`config.mk`:
```
export PLATFORM = sky130hd
export DESIGN_NAME = tghl_front
export DESIGN_NICKNAME = d
export VERILOG_FILES = /design/src/tghl_pkg.sv /design/src/tghl_front.sv
export SDC_FILE = /design/constraint.sdc
export NUM_CORES = 1
export LEC_CHECK = 0
export ABC_AREA = 1
export BUFFER_PORTS_ARGS = -buffer_cell sky130_fd_sc_hd__buf_4
export CAP_MARGIN = 15
export CELL_PAD_IN_SITES_DETAIL_PLACEMENT = 0
export CELL_PAD_IN_SITES_GLOBAL_PLACEMENT = 1
export CORE_MARGIN = 2
export CORE_UTILIZATION = 50
export CTS_BUF_LIST = sky130_fd_sc_hd__clkbuf_4
export DETAILED_ROUTE_END_ITERATION = 8
export GPL_ROUTABILITY_DRIVEN = 0
export GPL_TIMING_DRIVEN = 0
export PLACE_DENSITY = 0.81
export RECOVER_POWER = 50
export SLEW_MARGIN = 20
export SYNTH_ARGS = -nofsm -noshare
export SYNTH_HDL_FRONTEND = slang
export SYNTH_SLANG_ARGS = --single-unit
```
`constraint.sdc`:
```
create_clock -name clk -period 7.3 [get_ports clk]
set_input_delay 1.095 -clock clk [delete_from_list [all_inputs] [get_ports clk]]
set_output_delay 1.095 -clock clk [all_outputs]
set_load 0.02 [all_outputs]
```
`src/tghl_pkg.sv`:
```
package tghl_pkg;

    localparam int CELL_MAX = 1024;
    localparam int CELL_BITS = 11;
    localparam int COORD_BITS = 16;
    localparam int OUT_BITS = 24;
    localparam int QUEUE_DEPTH = 4;

    typedef enum logic [0:0] {
        OP_WRITE = 1'b0,
        OP_QUERY = 1'b1
    } opcode_t;

    typedef enum logic [0:0] {
        REG_GRID_POINTS = 1'b0,
        REG_CELL_SIZE   = 1'b1
    } reg_index_t;

    typedef struct packed {
        logic        opcode;
        logic [5:0]  grid_row;
        logic [5:0]  grid_col;
        logic [15:0] height_value;
        logic [15:0] x_coord;
        logic [15:0] y_coord;
    } in_item_t;

    typedef struct packed {
        logic signed [23:0] height_q8;
        logic               outside;
    } out_item_t;

    typedef struct packed {
        logic        opcode;
        logic [5:0]  grid_row;
        logic [5:0]  grid_col;
        logic [15:0] height_value;
        logic        outside;
        logic [15:0] x_coord;
        logic [15:0] y_coord;
        logic [10:0] cs;
        logic [7:0]  gp_m1;
    } job_t;

endpackage

```
`src/tghl_front.sv`:
```
module tghl_front
#(
    parameter int GRID_MAX = 64
)
(
    input  logic                 clk,
    input  logic                 rst_n,
    input  logic                 cfg_we,
    input  logic [0:0]           cfg_index,
    input  logic [10:0]          cfg_data,
    input  logic                 start,
    input  tghl_pkg::in_item_t   item,
    output logic                 busy,
    output logic                 job_valid,
    output tghl_pkg::job_t       job,
    input  logic                 job_ready
);
    import tghl_pkg::*;

    localparam int GP_W = $clog2(GRID_MAX + 1);

    logic [6:0]  grid_points_reg;
    logic [10:0] cell_size_reg;
    logic [10:0] cs;
    logic [7:0]  gp_m1;
    logic [18:0] ext;
    logic        outside;

    job_t        q_reg [QUEUE_DEPTH];
    logic [1:0]  wr_ptr_reg, rd_ptr_reg;
    logic [2:0]  count_reg;
    logic        push, pop;

    always_ff @(posedge clk or negedge rst_n)
    begin
        if (!rst_n)
        begin
            grid_points_reg <= 7'd64;
            cell_size_reg <= 11'd16;
        end
        else if (cfg_we)
        begin
            unique case (cfg_index)
                REG_GRID_POINTS: grid_points_reg <= cfg_data[6:0];
                REG_CELL_SIZE:   cell_size_reg <= cfg_data;
                default:         ;
            endcase
        end
    end

    // saturate registers to legal range
    always_comb
    begin
        logic [GP_W-1:0] gp;
        if (grid_points_reg < 7'd2)
            gp = GP_W'(2);
        else if (32'(grid_points_reg) > GRID_MAX)
            gp = GP_W'(GRID_MAX);
        else
            gp = GP_W'(grid_points_reg);
        gp_m1 = 8'(gp - GP_W'(1));
        if (cell_size_reg == 11'd0)
            cs = 11'd1;
        else if (cell_size_reg > 11'(CELL_MAX))
            cs = 11'(CELL_MAX);
        else
            cs = cell_size_reg;
        ext = 19'(cs) * 19'(gp_m1);
        outside = (19'(item.x_coord) > ext) || (19'(item.y_coord) > ext);
    end

    assign busy = (count_reg == 3'(QUEUE_DEPTH));
    assign push = start && !busy;
    assign pop = job_valid && job_ready;
    assign job_valid = (count_reg != 3'd0);
    assign job = q_reg[rd_ptr_reg];

    always_ff @(posedge clk)
    begin
        if (push)
        begin
            q_reg[wr_ptr_reg] <= '{opcode: item.opcode, grid_row: item.grid_row,
                                   grid_col: item.grid_col,
                                   height_value: item.height_value,
                                   outside: outside, x_coord: item.x_coord,
                                   y_coord: item.y_coord, cs: cs, gp_m1: gp_m1};
        end
    end

    always_ff @(posedge clk or negedge rst_n)
    begin
        if (!rst_n)
        begin
            wr_ptr_reg <= '0;
            rd_ptr_reg <= '0;
            count_reg <= '0;
        end
        else
        begin
            if (push)
                wr_ptr_reg <= wr_ptr_reg + 2'd1;
            if (pop)
                rd_ptr_reg <= rd_ptr_reg + 2'd1;
            count_reg <= count_reg + 3'(push) - 3'(pop);
        end
    end
endmodule

```
Word-level counts from Yosys, hierarchy flattened
Memory sizes are Yosys's and may differ from the RTL's.
Cells that the tools add are included.
{"block": "op_classes", "addsub": 5, "n_mul": 1, "n_lt_le_gt_ge": 5, "eq_ne": 1, "muxes": 6, "bitwise": 1, "n_reduce_logical": 8}
{"op": "greater-than comparator 16 x 19 -> 1 bit", "count": 2}
{"op": "2-to-1 mux 11 bit", "count": 2}
{"op": "multiplier 11 x 8 -> 19 bit", "count": 1}
{"op": "2-to-1 mux 7 bit", "count": 2}
{"op": "greater-than comparator 11 bit, second input constant", "count": 1}
{"op": "logical NOT 11 bit", "count": 1}
{"op": "subtractor 7 x 1 -> 8 bit, second input constant", "count": 1}
{"op": "greater-than comparator 7 bit, second input constant", "count": 1}
{"op": "< comparator 7 x 2 -> 1 bit, second input constant", "count": 1}
{"op": "adder 2 x 1 -> 2 bit, second input constant", "count": 2}
{"op": "AND reduction 2 bit", "count": 2}
{"op": "adder 3 x 1 -> 3 bit", "count": 1}
{"op": "== test 3 bit, second input constant", "count": 1}
{"op": "nonzero test 3 bit", "count": 1}
{"op": "subtractor 3 x 1 -> 3 bit", "count": 1}
{"op": "logical AND 1 bit", "count": 2}
{"op": "2-to-1 mux 1 bit", "count": 2}
{"op": "logical NOT 1 bit", "count": 1}
{"op": "logical OR 1 bit", "count": 1}
{"op": "NOT 1 bit", "count": 1}
{"block": "word_totals", "register_bits": 25, "ramBits": 324, "word_cells": 33, "n_memories": 1}
{"memory": "q_reg", "depth": 4, "word_bits": 81, "read_ports": 1, "rd_clocked_by_memory_dff": 0, "write_ports": 1, "line_no": "tghl_front.sv:29", "text": "job_t q_reg [QUEUE_DEPTH];"}

Longest topological paths before layout
{"block": "logic_depth", "word_depth": 7, "mapped_depth": 42}

Worst setup path before layout
Ideal clock, no wire load.
{"block": "synth_path", "kind": "register -> register", "startpoint": "register grid_points_reg[5]", "endpoint": "memory q_reg[0][51] (netlist bit) (data pin)", "t_arrival_ns": 6.152, "t_required_ns": 7.041, "path_slack_ns": 0.889, "stages_incl_launch_ff": 34, "n_path_buf": 0, "synth_period_minus_slack_ns": 6.411, "cell_sequence": "dfrtp_1 nor2_2 nand4_1 nand2_2 ha_1 inv_1 or3_4 nand2_1 o21ai_4 inv_2 nand2_1 fa_1 fa_1 inv_1 fa_1 inv_1 fa_1 inv_1 ha_1 a21oi_1 o21bai_2 a21boi_1 o21ai_1 nand3_1 nand2_1 xor2_1 ha_1 nand4_1 nor3_1 nand4_1 nor2_1 nand4_1 nand2_1 a21oi_2"}
{"block": "synth_between", "elab_chain_len": 7, "elab_cells_between_ends": 9, "classes_between": "1 x add/sub; 1 x mul; 4 x order compare; 2 x mux; 1 x reduce/logical"}
{"element": "start: declaration", "line_no": "tghl_front.sv:22", "text": "logic [6:0] grid_points_reg;"}
{"element": "start signal: assignment", "line_no": "tghl_front.sv:44", "text": "REG_GRID_POINTS: grid_points_reg <= cfg_data[6:0];"}
{"element": "greater-than comparator 7 bit", "line_no": "tghl_front.sv:57", "text": "else if (32'(grid_points_reg) > GRID_MAX)"}
{"element": "2-to-1 mux 7 bit", "line_no": "tghl_front.sv:57"}
{"element": "2-to-1 mux 7 bit *", "line_no": "tghl_front.sv:55", "text": "if (grid_points_reg < 7'd2)"}
{"element": "subtractor 7 x 1 -> 8 bit *", "line_no": "tghl_front.sv:61", "text": "gp_m1 = 8'(gp - GP_W'(1));"}
{"element": "net gp_m1[0]", "line_no": "tghl_front.sv:25", "text": "logic [7:0] gp_m1;"}
{"element": "multiplier 11 x 8 -> 19 bit *", "line_no": "tghl_front.sv:68", "text": "ext = 19'(cs) * 19'(gp_m1);"}
{"element": "greater-than comparator 16 x 19 -> 1 bit", "line_no": "tghl_front.sv:69", "text": "outside = (19'(item.x_coord) > ext) || (19'(item.y_coord) > ext);"}
{"element": "logical OR 1 bit *", "line_no": "tghl_front.sv:69"}
{"element": "net outside", "line_no": "tghl_front.sv:27", "text": "logic outside;"}
{"element": "end: declaration", "line_no": "tghl_front.sv:29"}
The timed path passes the listed nets; every way through them passes the cells marked *.

Worst setup path in the final report
{"block": "layout_path", "startpoint": "register grid_points_reg[6]", "endpoint": "memory q_reg[0][51] (netlist bit) (data pin)"}
Same word-level chain as after synthesis.

==> impl_results.md <==
- Crit-path max cell delay: 620 ps
- Max clock buf depth: 3
- GRT Util Overall: 0.238
- Worst EP required: 7790 ps
- Width of the die: 187 um
- CP delay by family, top: adder cells
- Number of synthesized flops with an enable pin: 324
- Yosys warns: 0
- Crit path time final: 6890 ps
- Routed WL per cell: 18.4 um
- Largest net degree at the start of global routing: 26
- Final Cycle Share: 0.944
- Root buffer cell: clkbuf_4
- GRT overflow: 0
- Buf/Inv on CP: 3
- Average size of a mapped cell: 11.6 um^2
- Area of the core: 33,300 um^2
- Syn Inst Count: 1,454
- FF/Latch Area: 10,400 um^2
- DRC Markers: 0
- Mapped Area: 16,800 um^2
- Vias in the first global route: 11,900
- Most used DFF post-synth: edfxtp_1
- Achievable Freq: 145 MHz
- Htree depth: 3
- Cell taking the most area after synthesis: edfxtp_1
- Slew Limit Fails: 86
- CP max-delay cell: fa_1
- Pre-antenna DRT Iters: 5
- Die area: 35,100 um^2
- Top cells by area, synth: edfxtp_1 (58%), fa_1 (6.5%), ha_1 (5.5%), nor2_1 (5.5%), o21ai_0 (5.5%)
- Pwr dens: 458 nW/um^2
- Chip height: 187 um
- Initial Util: 0.505
- Relative slew slack: -0.297
- Syn-to-layout area delta: 18.6%
- Share of the synthesized area in the top cell type: 0.579
- Design Power: 9.13 mW
- Top-count cell post-synth: edfxtp_1
- CP endpoint kind: flop
- Initial antenna violation count: 4
- Sequential area share after synthesis: 0.616
- Initial DRC count: 844
- Rows: 67
- TritonCTS clock tree: yes
- Netlist cell types: 42
- Failing checks: max-capacitance violations, max-slew violations
- Via density: 5.24
- Commonest cells post-synth: edfxtp_1 (324), nor2_1 (246), o21ai_0 (184)
- Setup Skew: 50.0 ps
- IO buf count: 160
- Layout cells sized above 1: 0.165
- Critical path launch point type: flop
- Hold Vio Cnt, Final: 0
- Max-cap viol count: 4
- Ports: 161
- Peak VDD IR: 0.181 mV
- Leakage: 7.88 nW
- Multi-input logic area: 5790 um^2
- Critical path class: flop to flop
- # nets final: 1,942
- Final ANT Viol Nets: 0
- Async S/R FF share, synth: 0.0716
- Clock Pin Slew Worst Setup and Hold Paths: 60 ps
- Clk_lat worst skew: 760 ps
- Crit path DAT: 7380 ps
- Vias: 11,800
- Clock sink count: 349
- Post-DP HPWL: 29.1 mm
- First-pass GRT wire length: 64.0 mm
- Status: complete, but fails checks
- Type of the most critical hold path: flop to flop
- Transition time of the tightest slew-check pin: 1940 ps
- FILL cells: 2,854
- Crit Path Max Fanout: 6
- Routed WL: 41.4 mm
- Seq cells post-synth: 349
- Largest register FFs: 324
- Total CTS buffers: 87
- Post-layout util: 0.599
- # setup viols final: 0
metrics by stage:
stage	setup TNS [ps]	std cells	setup slack, ps	instance area [um^2]	hold WS (ps)
CTS	0	2242	71.5	20100	225
global placement	-227340	2075	-813	18600	471
finish	0	2250	410	19900	492
global route	-12.9	2250	-4.33	19900	528
detailed placement	-520	2090	-130	19000	479
floorplan	0	1467	889	16900	453
area by class of cell:
class                   count  share of cell area
well taps                 448              0.0281
clock inverters            26             0.00772
inverters                 165              0.0314
multi-input cells         896               0.290
repair buffers            179              0.0646
plain buffers              57              0.0107
clock buffers             125              0.0471
flip-flops and latches    349               0.519
diodes                      5            0.000627
repair_timing:
item	CTS	global route
setup buffers	1	3
gates resized for setup	1	24
pin swaps	1	3
hold buffers	0	0
setup endpoints to repair	4	4
cloned	0	0
endpoints found under the hold margin	0	0
cells by family after synthesis:
family,after synthesis,share of synthesized area
other,2,0.000447
xor gates and xnor gates,17,0.00886
adders and majority gates,129,0.121
DFF,349,0.616
muxes,1,0.000670
AOI/OAI and AO/OA,304,0.100
buffers and inverters,222,0.0496
and+or+nand+nor,430,0.103
worst register-to-register path: cells and delay by family, from the launching register on:
kind | cells | cell delay (ps)
flip-flops | 1 | 600
buffers and inverters | 3 | 210
AO/OA/AOI/OAI | 6 | 790
XOR/XNOR | 1 | 170
AND/OR/NAND/NOR | 15 | 1940
adder cells (fa/ha/maj) | 7 | 2940
placed cells by master, fill, tap and decap left out, drive strengths merged, types with 2 or more instances in the layout:
cell / instances
a21o: 2
a21oi: 24
buf: 115
clkbuf: 246
clkinv: 23
clkinvlp: 2
conb: 15
dfrtp: 23
dfstp: 2
diode: 5
edfxtp: 324
fa: 55
ha: 74
inv: 165
nand2: 141
nand3: 18
nand3b: 2
nand4: 10
nor2: 252
nor3: 4
nor4: 2
o21a: 2
o21ai: 189
o21bai: 2
o22ai: 81
xnor2: 7
xor2: 10
report_power, final:
group / leakage [nW] / internal [mW] / switching (mW)
Clock: 0.650 / 0.828 / 0.757
Sequential: 3.27 / 2.66 / 0.0929
Combinational: 3.96 / 1.68 / 3.12
Total: 7.88 / 5.16 / 3.97
metal layers:
layer,global-route usage,part of all wire,up-vias,routed length [um]
met2,0.400,0.49,389,20400
met3,0.0516,0.069,87,2870
li1,-,-,5636,-
met1,0.299,0.41,5686,16800
met5,0,0,-,0
met4,0.102,0.031,0,1290
path summary, 6_finish.rpt:
kind                                    startpoint                  to  slack [ps]  cells past startpoint
worst max-delay path            grid_points_reg[6]        q_reg[0][51]         410                     32
worst max register to register  grid_points_reg[6]        q_reg[0][51]         410                     32
worst min register to register  grid_points_reg[4]  grid_points_reg[4]         490                      2
worst min-delay path            grid_points_reg[4]  grid_points_reg[4]         490                      2
max in group asynchronous                    rst_n       rd_ptr_reg[1]        5590                      1
min in group asynchronous                    rst_n    cell_size_reg[8]         740                      1
Note: power is estimated with default switching activity, not from simulation.
